File: src/design/gb9_pkg.sv
package gb9_pkg;

    localparam int COL_W      = 13;
    localparam int ROW_W      = 11;
    localparam int CFG_W      = 16;
    localparam int IDX_W      = 3;
    localparam int GEO_W      = 11;
    localparam int WT_W       = 16;
    localparam int NUM_WTS    = 5;
    localparam int VS_W       = 28;
    localparam int ACC_W      = 48;
    localparam int STEP_W     = 4;
    localparam int FRAC_SHIFT = 32;
    localparam int MAX_HEIGHT = 1024;

    localparam logic [IDX_W-1:0] REG_WIDTH  = 3'd0;
    localparam logic [IDX_W-1:0] REG_HEIGHT = 3'd1;
    localparam logic [IDX_W-1:0] REG_WT0    = 3'd2;
    localparam logic [IDX_W-1:0] REG_WT1    = 3'd3;
    localparam logic [IDX_W-1:0] REG_WT2    = 3'd4;
    localparam logic [IDX_W-1:0] REG_WT3    = 3'd5;
    localparam logic [IDX_W-1:0] REG_WT4    = 3'd6;

    typedef logic [NUM_WTS-1:0][WT_W-1:0] gb9_weights_t;

    typedef struct packed {
        logic [7:0]       pixel;
        logic [COL_W-1:0] col;
        logic [ROW_W-1:0] row;
        logic [COL_W-1:0] ocol;
        logic             produce;
        logic             last;
    } gb9_item_t;

    typedef enum logic [1:0] {
        BK_IDLE,
        BK_VERT,
        BK_HORZ,
        BK_OUT
    } gb9_bk_state_t;

    function automatic logic [WT_W-1:0] tap_weight(input logic [STEP_W-1:0] tap_off,
                                                  input gb9_weights_t wts);
        logic [WT_W-1:0] w;
        w = '0;
        if (tap_off < STEP_W'(NUM_WTS)) begin
            w = wts[tap_off[2:0]];
        end
        return w;
    endfunction

endpackage

File: src/design/gb9_front.sv
module gb9_front
    import gb9_pkg::*;
#(
    parameter int MAX_WIDTH     = 1024,
    parameter int KERNEL_RADIUS = 4
) (
    input  logic             aclk,
    input  logic             aresetn,
    input  logic             accept,
    input  logic [7:0]       pixel_in,
    input  logic             is_flush,
    input  logic [COL_W-1:0] eff_w,
    input  logic [ROW_W-1:0] eff_h,
    input  logic             restart,
    output logic             push,
    output gb9_item_t        item
);

    localparam int LW = $clog2(KERNEL_RADIUS * MAX_WIDTH + KERNEL_RADIUS + 1);

    logic [COL_W-1:0] col_reg, col_next;
    logic [ROW_W-1:0] row_reg, row_next;
    logic [COL_W-1:0] ocol_reg, ocol_next;
    logic [ROW_W-1:0] orow_reg, orow_next;
    logic [LW-1:0]    lead_reg, lead_next;
    logic [LW-1:0]    delay;
    logic             in_frame;
    logic             produce;
    logic             last;

    always_comb begin
        delay    = LW'(LW'(eff_w) * LW'(KERNEL_RADIUS) + LW'(KERNEL_RADIUS));
        in_frame = (row_reg < eff_h);
        produce  = (lead_reg == delay);
        last     = produce && (orow_reg == eff_h - 1'b1) && (ocol_reg == eff_w - 1'b1);
        push     = accept && !(in_frame && is_flush);

        item.pixel   = in_frame ? pixel_in : 8'd0;
        item.col     = col_reg;
        item.row     = row_reg;
        item.ocol    = ocol_reg;
        item.produce = produce;
        item.last    = last;

        col_next  = col_reg;
        row_next  = row_reg;
        ocol_next = ocol_reg;
        orow_next = orow_reg;
        lead_next = lead_reg;
        if (restart || (push && last)) begin
            col_next  = '0;
            row_next  = '0;
            ocol_next = '0;
            orow_next = '0;
            lead_next = '0;
        end else if (push) begin
            if (col_reg == eff_w - 1'b1) begin
                col_next = '0;
                row_next = row_reg + 1'b1;
            end else begin
                col_next = col_reg + 1'b1;
            end
            if (produce) begin
                if (ocol_reg == eff_w - 1'b1) begin
                    ocol_next = '0;
                    orow_next = orow_reg + 1'b1;
                end else begin
                    ocol_next = ocol_reg + 1'b1;
                end
            end else begin
                lead_next = lead_reg + 1'b1;
            end
        end
    end

    always_ff @(posedge aclk) begin
        if (!aresetn) begin
            col_reg  <= '0;
            row_reg  <= '0;
            ocol_reg <= '0;
            orow_reg <= '0;
            lead_reg <= '0;
        end else begin
            col_reg  <= col_next;
            row_reg  <= row_next;
            ocol_reg <= ocol_next;
            orow_reg <= orow_next;
            lead_reg <= lead_next;
        end
    end

endmodule

File: config.mk
export PLATFORM = sky130hd
export DESIGN_NAME = gb9_front
export DESIGN_NICKNAME = d
export VERILOG_FILES = /design/src/design/gb9_pkg.sv /design/src/design/gb9_front.sv
export SDC_FILE = /design/constraint.sdc
export NUM_CORES = 1
export LEC_CHECK = 0
export BUFFER_PORTS_ARGS = -buffer_cell sky130_fd_sc_hd__buf_2
export CAP_MARGIN = 15
export CORE_MARGIN = 2
export CORE_UTILIZATION = 26
export DETAILED_ROUTE_END_ITERATION = 12
export PLACE_DENSITY_LB_ADDON = 0.08
export SLEW_MARGIN = 20
export SYNTH_ARGS = -nofsm -noshare
export SYNTH_HDL_FRONTEND = slang
export SYNTH_SLANG_ARGS = --single-unit
File: constraint.sdc
create_clock -name aclk -period 7.37 [get_ports aclk]
set_input_delay 1.1055 -clock aclk [delete_from_list [all_inputs] [get_ports aclk]]
set_output_delay 1.1055 -clock aclk [all_outputs]
set_load 0.05 [all_outputs]
After elaboration in Yosys (flattened, before gate mapping)
Index checks and enable logic that the tools add are counted.

storage, ports and cells
  bits in registers = 61
  memories = 0
  logic and storage cells = 35
  bits of input ports = 37
  latch bits = 0
  bits in writable memories = 0
  output and inout port bits = 48
  ROM bits = 0

cells by class
  eq/ne operators = 4
  divide/modulo/power cells = 0
  $mul = 0
  mux-type cells = 3
  shift-type cells = 0
  reduce and logical (&&, ||, !) cells = 12
  bitwise logic cells = 2
  order comparisons = 1
  $add $sub $neg = 8

operator list
  kind                                                 count
  adder 13 x 1 -> 13 bit (second input constant)       3
  equality test 13 bit                                 3
  two-way mux 13 bit                                   2
  adder 11 x 1 -> 11 bit (second input constant)       2
  adder 13 x 3 -> 13 bit (second input constant)       1
  subtractor 13 x 1 -> 13 bit (second input constant)  1
  equality test 11 bit                                 1
  less-than comparator 11 bit                          1
  subtractor 11 x 1 -> 11 bit (second input constant)  1
  two-way mux 8 bit                                    1
  AND reduction 2 bit                                  3
  logical AND 1 bit                                    5
  AND reduction 3 bit                                  1
  NOT 1 bit                                            2
  OR reduction 2 bit                                   1
  logical NOT 1 bit                                    1
  logical OR 1 bit                                     1

Logic depth before layout (Yosys ltp)
  word-level depth = 7
  gate-level depth with buffers = 13
  mapped depth without buffers = 10

Worst setup path after synthesis
No wires, ideal clock.

  path type = in2out
  from = input port eff_w[0]
  to = output port item[0] in the netlist's numbering
  stages = 12
  arrival = 3.551 ns
  buffers on the path = 3
  slack = 2.714 ns
  data required time = 6.265 ns
  cell sequence = buf_2 > inv_1 > ha_1 > or3b_1 > clkbuf_1 > a31oi_1 > a21oi_1 > or2_2 > nor4_1 > nand3_1 > nor2_1 > buf_4

between the ends
  cells in the longest elaborated chain, start to end = 4
  elaborated cells on any way between the ends = 6
  those cells by class = add/sub: 2; eq/ne: 2; reduce/logical: 2

RTL lines
  what                    line             text
  from (decl)             gb9_front.sv:12  input logic [COL_W-1:0] eff_w,
  adder 13 x 3 -> 13 bit  gb9_front.sv:32  delay = LW'(LW'(eff_w) * LW'(KERNEL_RADIUS) + LW'(KERNEL_RADIUS));
  equality test 13 bit    gb9_front.sv:34  produce = (lead_reg == delay);
  logical AND 1 bit       gb9_front.sv:35  last = produce && (orow_reg == eff_h - 1'b1) && (ocol_reg == eff_w - 1'b1);
  logical AND 1 bit *     gb9_front.sv:35
  to (decl)               gb9_front.sv:16  output gb9_item_t item

Mark *: on every way between the ends. The rest lies on a longest branch, timed or not.

==> impl_summary.md <==
Route
The length of the first detailed-routing pass in iterations is 5. The remaining antenna violation count after routing is 0. After detailed routing, the average wire length per cell comes to 16.4 um.

In the routed design, unresolved DRC markers number 0. The initial detailed-routing violation count is 306. The overall routed net length is 16000 um. The number of vias after detailed routing is 5047. The detail-routed via count per cell is 5.18.

Final layout
Of the cells placed in the final design, the portion with a size suffix greater than 1 is 23.0%. After routing the design area is 0.00615 mm^2. Once layout is complete, the utilization of the core stands at 31.4%. The combined area of the multi-input logic cells is 0.00369 mm^2. The repair_antennas step left the layout with diodes totalling 0. The filler cells instantiated in the layout total 2113. The flip-flop and latch area is 0.00122 mm^2. The final net count is 761. Relative to the synthesized area, the layout overhead comes to 17.8%. Leaving out filler cells and counting taps, the final layout contains 975.

Global route
The via count of the first global-routing pass is 4812. Global routing consumed, over all layers together, 15.0% of the routing resources. The pin count of the biggest net entering global routing is 46.

Global routing finished with a remaining overflow of 0. The initial antenna violation count is 0. The first global-routing pass estimated 25700 um of wire.

Place
Timing analysis after detailed placement gives a worst setup slack of 2.29 ns. The number of port buffers is 84. Once detailed placement completed, the half-perimeter wirelength came to 12200 um.

The instance area at placement is 0.00580 mm^2. The congestion estimate from routability-driven global placement came to 0.820. The cell count after placement is 959.

CTS
The number of setup buffers added after CTS is 0. TritonCTS built the clock tree. The later pin in the worst-skew pair is clocked with a latency of 0.35 ns.

The clock tree synthesis step divided the H-tree into 3 levels. The number of buffers on the longest clock path is 2. The CTS buffer count is 9. Clock tree synthesis found a total of 61 sinks. The total of cells resized after clock tree synthesis is 0. The clock transition time at the flip-flop clock pins of the worst setup and hold paths is 0.06 ns.

The number of hold buffers added after CTS was 0. The root buffer selected by CTS is sky130_fd_sc_hd__clkbuf_16.

Pwr
The clock power share is 53.0%. The share of power burned in combinational logic is 12.3%. The net switching power figure is 0.243 mW.

The maximum resistive drop on vdd is 0.122 mV. The power share of the sequential group is 34.7%. The power density of the placed cells is 155 mW/mm^2. Cell internal power was estimated by the tool at 0.710 mW.

The total power of the final layout is 0.953 mW. The proportion of total power due to net switching is 25.5%. The leakage power figure is 2.18 nW.

Logic synthesis
The number of enable-type register cells in the synthesized netlist is 0. Summing the sequential cell areas from Yosys gives 23.4% of the chip area. The net count of the mapped netlist is 697. The number of instances in the synthesized netlist is 641. Counting flops with an async set or reset pin after synthesis yields a share of 0%.

In this run, synthesis produced a sequential element count of 61. Yosys mapped the design onto 76 distinct sky130hd cell types. The synthesized netlist occupies a cell area of 0.00522 mm^2. The count of warnings emitted by yosys is 0.

The dominant register cell in the synthesized netlist is sky130_fd_sc_hd__dfxtp_1. The mean cell area of the mapped netlist is 8.15 um^2.

Critical path
Broken down by cell family, the worst path's largest delay share belongs to simple AND/OR/NAND/NOR gates. Along the worst path, the maximum fanout reaches 11. The arrival time at the worst endpoint is 3.99 ns.

The number of buffers and inverters on the critical path is 4. The most numerous cell type found on the critical path is sky130_fd_sc_hd__buf_2. By startpoint and endpoint, the worst setup path is classified as in -> out. The critical path required time is 6.26 ns. The element type at the critical path end is an output pin. Among all stages on the critical path, the largest delay is contributed by sky130_fd_sc_hd__nor3b_1.

STA classifies the critical path startpoint as a primary input. The critical path's largest stage delay is 0.64 ns. The critical path goes through buf_2 > inv_1 > ha_1 > nor3b_1 > a21boi_0 > nor3_1 > o21ai_0 > nor4_1 > buf_4 > nand3_1 > nor2_1 > buf_2.

STA
The tightest hold path in the finished design has a slack of 0.515 ns. Across all setup checks in the final design, the least slack found is 2.28 ns. The final worst-path cycle share is 69.1%.

Setup violations remaining at the end of the flow were counted as 0. Setup repair after global routing left no endpoint under its margin. The worst path needs 5.09 ns of the cycle, external delays included. The accumulated negative setup slack is 0 ns. The worst pin sits at a relative slew slack of 42.2%. The number of max-slew violations in the final report is 0. The slew at the pin closest to its max-slew limit is 0.856 ns. Static timing analysis puts the maximum clock frequency at 0.196 GHz. The hold violation count in the final report is 0. Across the routed clock network, the largest skew measured is 0.00721 ns.

Die
Measured along the x axis, the die boundary spans 146 um. Once the floorplan was initialized, standard cells occupied 26.7% of the core. The floorplan step defined a die boundary enclosing 0.0212 mm^2. The core region is 0.0196 mm^2. For this design the top-level I/O count stands at 85. The floorplan step set the die height to 146 um.

The number of cell rows is 51.

Outcome
The run finished with clean final reports.

Min path
In this run the worst hold path is classified as reg -> reg.

Flow run
The max-capacitance violation count is 0.
[kinds of logic after synthesis]
family,after synthesis,synth area share [%]
AOI/OAI and AO/OA,142,19.1
xor gates and xnor gates,76,13.2
adders and majority gates,19,4.55
buffers and inverters,65,6.04
DFF,61,23.4
muxes,4,0.767
and+or+nand+nor,274,33.0
[layout make-up]
| type | count | area share [%] |
|---|---|---|
| inverters | 30 | 1.83 |
| clock inverters | 6 | 1.79 |
| flip-flops and latches | 61 | 19.9 |
| well taps | 265 | 5.39 |
| clock buffers | 10 | 3.89 |
| multi-input cells | 515 | 59.9 |
| repair buffers | 88 | 7.32 |
[Yosys cell counts, types with 5 or more instances]
cell	n	share of area, %
sky130_fd_sc_hd__nor4_1	13	1.6
sky130_fd_sc_hd__o21ai_0	28	2.7
sky130_fd_sc_hd__or3_1	24	2.9
sky130_fd_sc_hd__xnor2_1	52	8.7
sky130_fd_sc_hd__o31ai_1	15	2.2
sky130_fd_sc_hd__and3_1	9	1.1
sky130_fd_sc_hd__a211oi_1	5	0.72
sky130_fd_sc_hd__nor3_1	16	1.5
sky130_fd_sc_hd__xor2_1	22	3.7
sky130_fd_sc_hd__and2_1	17	2.0
sky130_fd_sc_hd__inv_1	30	2.2
sky130_fd_sc_hd__a21oi_2	21	3.5
sky130_fd_sc_hd__dfxtp_1	61	23
sky130_fd_sc_hd__nand4_1	23	2.8
sky130_fd_sc_hd__and4_1	5	0.84
sky130_fd_sc_hd__buf_2	9	0.86
sky130_fd_sc_hd__nor3b_2	11	2.6
sky130_fd_sc_hd__nor2_2	8	0.96
sky130_fd_sc_hd__clkbuf_1	16	1.2
sky130_fd_sc_hd__nand3_1	32	3.1
sky130_fd_sc_hd__or4_1	17	2.4
sky130_fd_sc_hd__ha_1	19	4.6
sky130_fd_sc_hd__buf_6	7	1.5
sky130_fd_sc_hd__nor2_1	21	1.5
sky130_fd_sc_hd__o211ai_1	5	0.72
sky130_fd_sc_hd__nand2_1	33	2.4
sky130_fd_sc_hd__nor3b_1	9	1.3
sky130_fd_sc_hd__a21oi_1	30	2.9
[routing by layer]
metal	vias up	GRT usage, %	routed length (um)
met5	-	0	0
met4	0	5.34	285
met3	19	3.10	553
met2	97	24.1	7440
met1	2416	19.9	7700
li1	2515	-	-
[tightest hold or removal path, cell delays in order (launching register included)]
cell and delay [ns]:
sky130_fd_sc_hd__dfxtp_1 0.33, sky130_fd_sc_hd__o31ai_1 0.09, sky130_fd_sc_hd__a21oi_2 0.05
[cell usage in the layout (no fill, tap or decap), types with 23 or more instances in the layout]
| cell | netlist | routed |
|---|---|---|
| sky130_fd_sc_hd__buf_2 | 9 | 84 |
| sky130_fd_sc_hd__o21ai_0 | 28 | 28 |
| sky130_fd_sc_hd__nand3_1 | 32 | 32 |
| sky130_fd_sc_hd__nand4_1 | 23 | 23 |
| sky130_fd_sc_hd__a21oi_1 | 30 | 30 |
| sky130_fd_sc_hd__inv_1 | 30 | 30 |
| sky130_fd_sc_hd__xnor2_1 | 52 | 52 |
| sky130_fd_sc_hd__nand2_1 | 33 | 33 |
| sky130_fd_sc_hd__or3_1 | 24 | 24 |
| sky130_fd_sc_hd__dfxtp_1 | 61 | 61 |
[power by group through the flow]
stage	logic (mW)	clock network [mW]	registers [mW]
final	0.117	0.505	0.331
after global routing	0.129	0.531	0.331
after CTS	0.118	0.520	0.331
after detailed placement	0.117	0	0.338
after global placement	0.116	0	0.338
after floorplan	0.0827	0	0.339
[final timing paths]
check / slack [ns] / depth (start not counted) / startpoint / endpoint
min reg2reg: 0.52 / 2 / lead_reg[12] / lead_reg[12]
max: 2.28 / 12 / eff_w[0] / item[0]
min: 0.52 / 2 / lead_reg[12] / lead_reg[12]
max reg2reg: 3.67 / 8 / ocol_reg[5] / col_reg[11]
(Power assumes the default switching activity.)
