<file path="src/design/gb9_pkg.sv">
package gb9_pkg;

    localparam int COL_W      = 13;
    localparam int ROW_W      = 11;
    localparam int CFG_W      = 16;
    localparam int IDX_W      = 3;
    localparam int GEO_W      = 11;
    localparam int WT_W       = 16;
    localparam int NUM_WTS    = 5;
    localparam int VS_W       = 28;
    localparam int ACC_W      = 48;
    localparam int STEP_W     = 4;
    localparam int FRAC_SHIFT = 32;
    localparam int MAX_HEIGHT = 1024;

    localparam logic [IDX_W-1:0] REG_WIDTH  = 3'd0;
    localparam logic [IDX_W-1:0] REG_HEIGHT = 3'd1;
    localparam logic [IDX_W-1:0] REG_WT0    = 3'd2;
    localparam logic [IDX_W-1:0] REG_WT1    = 3'd3;
    localparam logic [IDX_W-1:0] REG_WT2    = 3'd4;
    localparam logic [IDX_W-1:0] REG_WT3    = 3'd5;
    localparam logic [IDX_W-1:0] REG_WT4    = 3'd6;

    typedef logic [NUM_WTS-1:0][WT_W-1:0] gb9_weights_t;

    typedef struct packed {
        logic [7:0]       pixel;
        logic [COL_W-1:0] col;
        logic [ROW_W-1:0] row;
        logic [COL_W-1:0] ocol;
        logic             produce;
        logic             last;
    } gb9_item_t;

    typedef enum logic [1:0] {
        BK_IDLE,
        BK_VERT,
        BK_HORZ,
        BK_OUT
    } gb9_bk_state_t;

    function automatic logic [WT_W-1:0] tap_weight(input logic [STEP_W-1:0] tap_off,
                                                  input gb9_weights_t wts);
        logic [WT_W-1:0] w;
        w = '0;
        if (tap_off < STEP_W'(NUM_WTS)) begin
            w = wts[tap_off[2:0]];
        end
        return w;
    endfunction

endpackage

</file>
<file path="src/design/gb9_fifo.sv">
module gb9_fifo
    import gb9_pkg::*;
(
    input  logic      aclk,
    input  logic      aresetn,
    input  logic      push,
    input  gb9_item_t push_item,
    input  logic      pop,
    output gb9_item_t head_item,
    output logic      empty,
    output logic      full
);

    localparam int DEPTH = 4;
    localparam int PW    = $clog2(DEPTH);

    gb9_item_t       slot_reg [DEPTH];
    logic [PW-1:0]   wr_ptr_reg, wr_ptr_next;
    logic [PW-1:0]   rd_ptr_reg, rd_ptr_next;
    logic [PW:0]     count_reg, count_next;

    always_comb begin
        empty       = (count_reg == '0);
        full        = (count_reg == (PW+1)'(DEPTH));
        head_item   = slot_reg[rd_ptr_reg];
        wr_ptr_next = push ? wr_ptr_reg + 1'b1 : wr_ptr_reg;
        rd_ptr_next = pop ? rd_ptr_reg + 1'b1 : rd_ptr_reg;
        count_next  = count_reg + (PW+1)'(push) - (PW+1)'(pop);
    end

    always_ff @(posedge aclk) begin
        if (push) begin
            slot_reg[wr_ptr_reg] <= push_item;
        end
    end

    always_ff @(posedge aclk) begin
        if (!aresetn) begin
            wr_ptr_reg <= '0;
            rd_ptr_reg <= '0;
            count_reg  <= '0;
        end else begin
            wr_ptr_reg <= wr_ptr_next;
            rd_ptr_reg <= rd_ptr_next;
            count_reg  <= count_next;
        end
    end

endmodule

</file>
<file path="config.mk">
export PLATFORM = sky130hd
export DESIGN_NAME = gb9_fifo
export DESIGN_NICKNAME = d
export VERILOG_FILES = /design/src/design/gb9_pkg.sv /design/src/design/gb9_fifo.sv
export SDC_FILE = /design/constraint.sdc
export NUM_CORES = 1
export LEC_CHECK = 0
export BUFFER_PORTS_ARGS = -buffer_cell sky130_fd_sc_hd__buf_2
export CAP_MARGIN = 20
export CORE_ASPECT_RATIO = 1.5
export CORE_MARGIN = 2
export CORE_UTILIZATION = 61
export CTS_CLUSTER_DIAMETER = 60
export CTS_CLUSTER_SIZE = 10
export DETAILED_ROUTE_END_ITERATION = 10
export HOLD_SLACK_MARGIN = 0.02
export PLACE_DENSITY = 0.84
export SLEW_MARGIN = 20
export SYNTH_ARGS = -nofsm -noshare
export SYNTH_HDL_FRONTEND = slang
export SYNTH_SLANG_ARGS = --single-unit
export TNS_END_PERCENT = 50
</file>
<file path="constraint.sdc">
create_clock -name aclk -period 5.9 [get_ports aclk]
set_input_delay 1.18 -clock aclk [delete_from_list [all_inputs] [get_ports aclk]]
set_output_delay 1.18 -clock aclk [all_outputs]
set_load 0.03 [all_outputs]
</file>
# Word level (Yosys, flattened, before mapping)
# Memory sizes are Yosys's and may differ from the RTL's. A register that Yosys moved wholly into a read port is not among the register bits.
# Index checks and enable logic that the tools add are counted.
[totals] register_bits=7 mem_bits_rw=188 in_bits=51 wordCells=14 n_memories=1
[op_classes] addsub=4 eq_ne=1 mux=4 n_reduce_logical=1
[memory_table] memory="slot_reg" words=4 word_bits=47 rd=1 rd_clocked_by_memory_dff=1 write_ports=1 line_no="gb9_fifo.sv:17" rtl="gb9_item_t slot_reg [DEPTH];"
[ops] operator="$add A2 B1 Y2 const B" count=2
[ops] operator="$mux W2" count=2
[ops] operator="$add A3 B1 Y3" count=1
[ops] operator="$eq A3 B3 Y1 const B" count=1
[ops] operator="$logic_not A3 Y1" count=1
[ops] operator="$sub A3 B1 Y3" count=1
[ops] operator="$mux W1" count=2

# Logic depth before layout (Yosys ltp)
# Gate-level depths: netlist (run 1).
[logic_depth] depth_word=3 ltp_mapped=7

# Worst setup path before layout (run 1)
# Ideal clock, no wire load.
[synth_timing] path_kind="input to register" startpoint="input push" endpoint="memory slot_reg[0][0] (netlist name) (enable)" arrival_time_ps=2308 required_ps=5491 slack_ps=3183 stages=1 path_cell_list="and2_1"
[synth_via] elab_chain_len=2
[synth_rtl] item="start: declaration" line_no="gb9_fifo.sv:6" rtl="input logic push,"
[synth_rtl] item="$mux W1" line_no="gb9_fifo.sv:32" rtl="if (push) begin"
[synth_rtl] item="$mux W1 (implied by the code)" line_no="gb9_fifo.sv:33" rtl="slot_reg[wr_ptr_reg] <= push_item;"
[synth_rtl] item="end: declaration" line_no="gb9_fifo.sv:17"
# No other way between the ends.

==> results of run 1 <==
## worst max path at each step
stage / from / slack [ps] / end
after CTS: flip-flop / 2400 / head_item[7]
after detailed placement: flip-flop / 2860 / head_item[18]
after global routing: flip-flop / 2280 / head_item[7]
after floorplan: push / 3180 / slot_reg[0][0]
final: flip-flop / 2480 / head_item[7]
after global placement: flip-flop / 2840 / head_item[18]
## synth_stat cells (2+ instances only)
| library cell | number | share of area (%) |
|---|---|---|
| dfxtp_1 | 9 | 2.5 |
| mux4_2 | 47 | 15 |
| and2_1 | 6 | 0.52 |
| xnor2_1 | 2 | 0.24 |
| inv_1 | 7 | 0.36 |
| edfxtp_1 | 188 | 78 |
| buf_12 | 3 | 0.83 |
| nor2_1 | 5 | 0.26 |
| ha_1 | 6 | 1.0 |
| buf_2 | 4 | 0.28 |
## metal layers
metal	up-vias	part of all wire [%]	GRT usage (%)
met2	92	54	32.8
met5	-	0	0
met3	13	4.9	4.92
met4	0	1.3	6.86
met1	1665	40	24.3
li1	1440	-	-
## report_power, final
part	total (W)	internal (W)	switching, W
clock network	0.00109	0.000594	0.000500
logic	0.000357	0.000142	0.000215
registers	0.00165	0.00161	0.0000416
total	0.00310	0.00234	0.000757
## metrics by stage
step / instance area, um2 / setup slack, ps / util, % / instances
floorplan: 7250 / 3180 / - / 288
global placement: 7880 / 2840 / 68.3 / 532
detailed placement: 7880 / 2860 / 68.3 / 532
CTS: 8450 / 2400 / 73.3 / 564
global route: 8450 / 2280 / 73.3 / 564
finish: 8450 / 2480 / 73.3 / 564
## cell usage in the layout, fill, tap and decap left out
cell type    n
and2_2       4
and3_1       1
inv_1        7
ha_1         6
a21bo_2      1
clkbuf_16   17
nand3b_1     1
clkinv_2     1
xor3_1       1
nor2_1       5
dfxtp_2      1
clkinv_4     4
a21oi_1      1
mux4_2      47
inv_6        2
bufinv_16    1
fa_1         1
edfxtp_1   188
and2_1       2
inv_8        3
clkinv_8     1
dfxtp_4      1
buf_4        5
clkinv_1     3
nor3_1       1
dfxtp_1      7
buf_2       99
xnor2_1      2
mux2i_1      1
## final cells by class
type                            instances  area, um2
Timing Repair Buffer                  104        533
Inverter                                7       26.3
Fill cell                             688       3080
Multi-Input combinational cell         74       1300
Tap cell                              150        188
Clock inverter                         15        149
Sequential cell                       197       5830
Clock buffer                           17        425
## logic make-up (layout without fill, tap and decap cells)
family                   Yosys count  after routing  share of synthesized area, %
adder cells (fa/ha/maj)            7              7                          1.31
AND/OR/NAND/NOR                   14             14                          1.04
XOR/XNOR                           3              3                         0.570
flip-flops                       197            197                          80.4
buffers and inverters             17            143                          1.78
multiplexers                      48             48                          14.7
AO/OA/AOI/OAI                      2              2                         0.207
## critical path: stages (launching register included)
cell,delay [ps]
dfxtp_4,950
mux4_2,630
buf_2,200
==> results.json, run 1 <==
{
  "grt_max_degree": 48,
  "rows": 48,
  "die_x_um": 93.0,
  "tightest_slew_ps": 933,
  "ys_ff_latch": 197,
  "cts-resized-gates": 0,
  "async_reset_ff_share_pct": 0,
  "ant_nets": 0,
  "gp_congestion": 0.685,
  "drive_gt1_share_pct": 45.2,
  "yosysUniqueCellTypes": 21,
  "r2r_cells": 3,
  "drt-initial-drc-count": 202,
  "reg2reg_slack_ps": 3980,
  "numCtsBuffers": 17,
  "min_period_ps": 3420,
  "dieHeight_um": 138,
  "setup_viol": 0,
  "cts-hold-fix-buffers": 0,
  "critPathRequiredTime_ps": 4720,
  "finalPower_w": 0.00310,
  "relSlewSlack_pct": 37.8,
  "root_buffer": "clkbuf_16",
  "cts_tree": "built",
  "cts_max_level": 4,
  "cp_max_fo": 47,
  "drt-total-wl_um": 11600,
  "syn-instance-count": 288,
  "fmax_ghz": 0.293,
  "min_path_type": "flip-flop to flip-flop",
  "wl_per_cell_um": 20.7,
  "avgViaCountPerCell": 5.69,
  "postCtsSetupRepairBufs": 0,
  "ys.flop_type": "edfxtp_1",
  "cap_viol_max_count": 0,
  "rsz0062_at_grt": "no",
  "syn_to_final_growth_pct": 16.6,
  "coreArea_um2": 11500,
  "min_from": "rd_ptr_reg[0]",
  "firstDrtPassIters": 6,
  "insertion_delay_ps": 420,
  "gr-total-overflow": 0,
  "dieArea_um2": 12800,
  "diodes": 0,
  "drc": 0,
  "start_util_pct": 62.9,
  "dpl.hpwl_um": 7020,
  "slew_viol_final": 0,
  "end_kind": "output port",
  "avgSynthCellArea_um2": 25.2,
  "hold_ws_ps": 551,
  "r2r-end": "slot_reg[3][33]",
  "clock-sinks": 197,
  "vdd_drop_max_mv": 0.362,
  "io_pins": 100,
  "cp.arrival_ps": 2240,
  "finClkSkew_ps": 8.06,
  "io_buffer_count": 99,
  "nets": 459,
  "yosysSeqAreaShare_pct": 80.4,
  "syn-cell-area_um2": 7250,
  "period_share_pct": 57.9,
  "whs_path_depth": 2,
  "start_kind": "flip-flop",
  "p_per_area_nw_per_um2": 367,
  "timing.rr.start": "wr_ptr_reg[0]",
  "grt_pass1_vias": 3389,
  "power.leakage_nw": 2.90,
  "fin_tns_setup_ps": 0,
  "grt_pass1_wl_um": 17700,
  "track_usage_pct": 19.2,
  "crit_type": "flip-flop to output port",
  "clk_pin_slew_ps": 60,
  "hold_violations": 0,
  "syn-num-nets": 346,
  "vias": 3210,
  "status": "complete, no violations",
  "antenna_found_initial": 0,
  "largest_reg_flops": 188,
  "synth_edf_count": 188,
  "yosysWarnings": 0,
  "clk_path_buf_depth": 2
}
No activity file was read; power rests on OpenSTA's default activity.
==> inputs of run 2 (changes only) <==
- CORE_UTILIZATION: 61 -> 51
- PLACE_DENSITY: 0.84 -> 0.75
- clock period: 5.9 -> 3.1 ns (I/O delays scaled with it)
==> run 2 against run 1 <==
Register-to-register slack worse by 2700 ps. Cell count grew 3.9%. Utilization down 12 points. Critical endpoint is now head_item[28]. Largest power group unchanged. Wire length is 5.0% higher. Clock skew down 3.3 ps. Global-route usage shrank 2.2 points. Power grew 96%. Highest routed layer is now met5. Clock power is 110% higher. Flip-flop and latch count did not move. First-iteration DRC count is 9.9% higher. Via count increased by 0.40%.
==> results.json, run 2 (synthesis results as in run 1) <==
{
  "hold_violations": 0,
  "reg2reg_slack_ps": 1310,
  "dieArea_um2": 15200,
  "rsz0062_at_grt": "no",
  "gr-total-overflow": 0,
  "min_period_ps": 2660,
  "relSlewSlack_pct": 53.4,
  "fmax_ghz": 0.376,
  "net-switching-power_w": 0.00144,
  "drt-initial-drc-count": 222,
  "setup_viol": 0,
  "finalPower_w": 0.00608,
  "p_int_w": 0.00463,
  "whs_path_depth": 1,
  "power.leakage_nw": 2.96,
  "syn_to_final_growth_pct": 18.7,
  "r2r_cells": 4,
  "r2r-end": "slot_reg[0][28]",
  "track_usage_pct": 17.1,
  "critPathRequiredTime_ps": 2480,
  "drt-total-wl_um": 12200,
  "die_x_um": 101,
  "clk_path_buf_depth": 2,
  "grt_pass1_wl_um": 18500,
  "largest_reg_flops": 188,
  "timing.rr.start": "wr_ptr_reg[0]",
  "io_buffer_count": 99,
  "tightest_slew_ps": 699,
  "dieHeight_um": 150,
  "grt_pass1_vias": 3430,
  "drive_gt1_share_pct": 46.4,
  "numCtsBuffers": 17,
  "insertion_delay_ps": 420,
  "status": "complete, no violations",
  "vias": 3223,
  "grt_max_degree": 26,
  "avgViaCountPerCell": 5.50,
  "postCtsSetupRepairBufs": 0,
  "coreArea_um2": 13900,
  "fin_tns_setup_ps": 0,
  "drc": 0,
  "finClkSkew_ps": 4.72,
  "cts_max_level": 4,
  "clock_power_share_pct": 36.9,
  "start_kind": "flip-flop",
  "hold_ws_ps": 414,
  "rows": 53,
  "cts-resized-gates": 0,
  "clk_pin_slew_ps": 70,
  "slew_viol_final": 0,
  "period_share_pct": 85.7,
  "p_per_area_nw_per_um2": 706,
  "crit_type": "flip-flop to output port",
  "wl_per_cell_um": 20.9,
  "end_kind": "output port",
  "cts-hold-fix-buffers": 0,
  "start_util_pct": 52.1,
  "min_path_type": "input pin to flip-flop",
  "antenna_found_initial": 4,
  "critPathCapture": "head_item[28]",
  "cp.arrival_ps": 2040,
  "vdd_drop_max_mv": 0.425,
  "layout_common_cells": "edfxtp_1 (188), buf_2 (99), mux4_2 (47), clkbuf_16 (17)",
  "root_buffer": "clkbuf_16",
  "gp_congestion": 0.676,
  "cp_max_fo": 19,
  "seqPwrFrac_pct": 51.2,
  "ant_nets": 0,
  "nets": 463,
  "combPwrFrac_pct": 11.9,
  "cts_tree": "built",
  "swShare_pct": 23.8,
  "cap_viol_max_count": 0,
  "final_common_cell": "edfxtp_1",
  "io_pins": 100,
  "firstDrtPassIters": 4,
  "dpl.hpwl_um": 7820,
  "clock-sinks": 197
}
-- run 2: stage by stage --
step / instance area, um2 / util, % / worst slack (ps) / cells
after floorplan: 7250 / - / 943 / 288
after global placement: 7980 / 57.3 / 881 / 551
after detailed placement: 7980 / 57.3 / 858 / 551
after CTS: 8600 / 61.7 / 404 / 583
after global routing: 8600 / 61.8 / 329 / 585
final: 8600 / 61.8 / 443 / 586
-- run 2: per-layer routing --
metal | track usage [%] | vias up | part of all wire, %
met1 | 21.1 | 1686 | 39
met5 | 0 | - | 0.11
li1 | - | 1443 | -
met3 | 5.04 | 19 | 4.7
met2 | 28.1 | 73 | 54
met4 | 6.96 | 2 | 1.5
-- run 2: critical path: stages, from the launching register on --
cell and delay (ps):
dfxtp_2 650, buf_4 370, mux4_2 380, buf_2 200
-- run 2: layout make-up --
class / count / area [um2]
inverter: 7 / 26.3
antenna: 3 / 7.51
clock buffer: 17 / 425
fill: 970 / 5320
timing repair buffer: 108 / 613
clock inverter: 15 / 194
tap: 165 / 206
sequential: 197 / 5830
multi-input combinational: 74 / 1300
-- run 2: worst min path at each step --
| stage | start | to | slack (ps) |
|---|---|---|---|
| after floorplan | rd_ptr_reg[1] | flip-flop | 500 |
| after global placement | rd_ptr_reg[1] | flip-flop | 510 |
| after CTS | push_item[29] | slot_reg[2][29] | 400 |
| after detailed placement | rd_ptr_reg[0] | flip-flop | 530 |
| after global routing | push_item[29] | slot_reg[3][29] | 400 |
| final | push_item[13] | slot_reg[3][13] | 410 |
-- run 2: power by group through the flow --
stage	Combinational, W	Clock (W)	Sequential (W)
after floorplan	0.000532	0	0.00314
after CTS	0.000738	0.00229	0.00311
after global placement	0.000721	0	0.00316
final	0.000723	0.00224	0.00311
after detailed placement	0.000736	0	0.00317
after global routing	0.000776	0.00240	0.00312
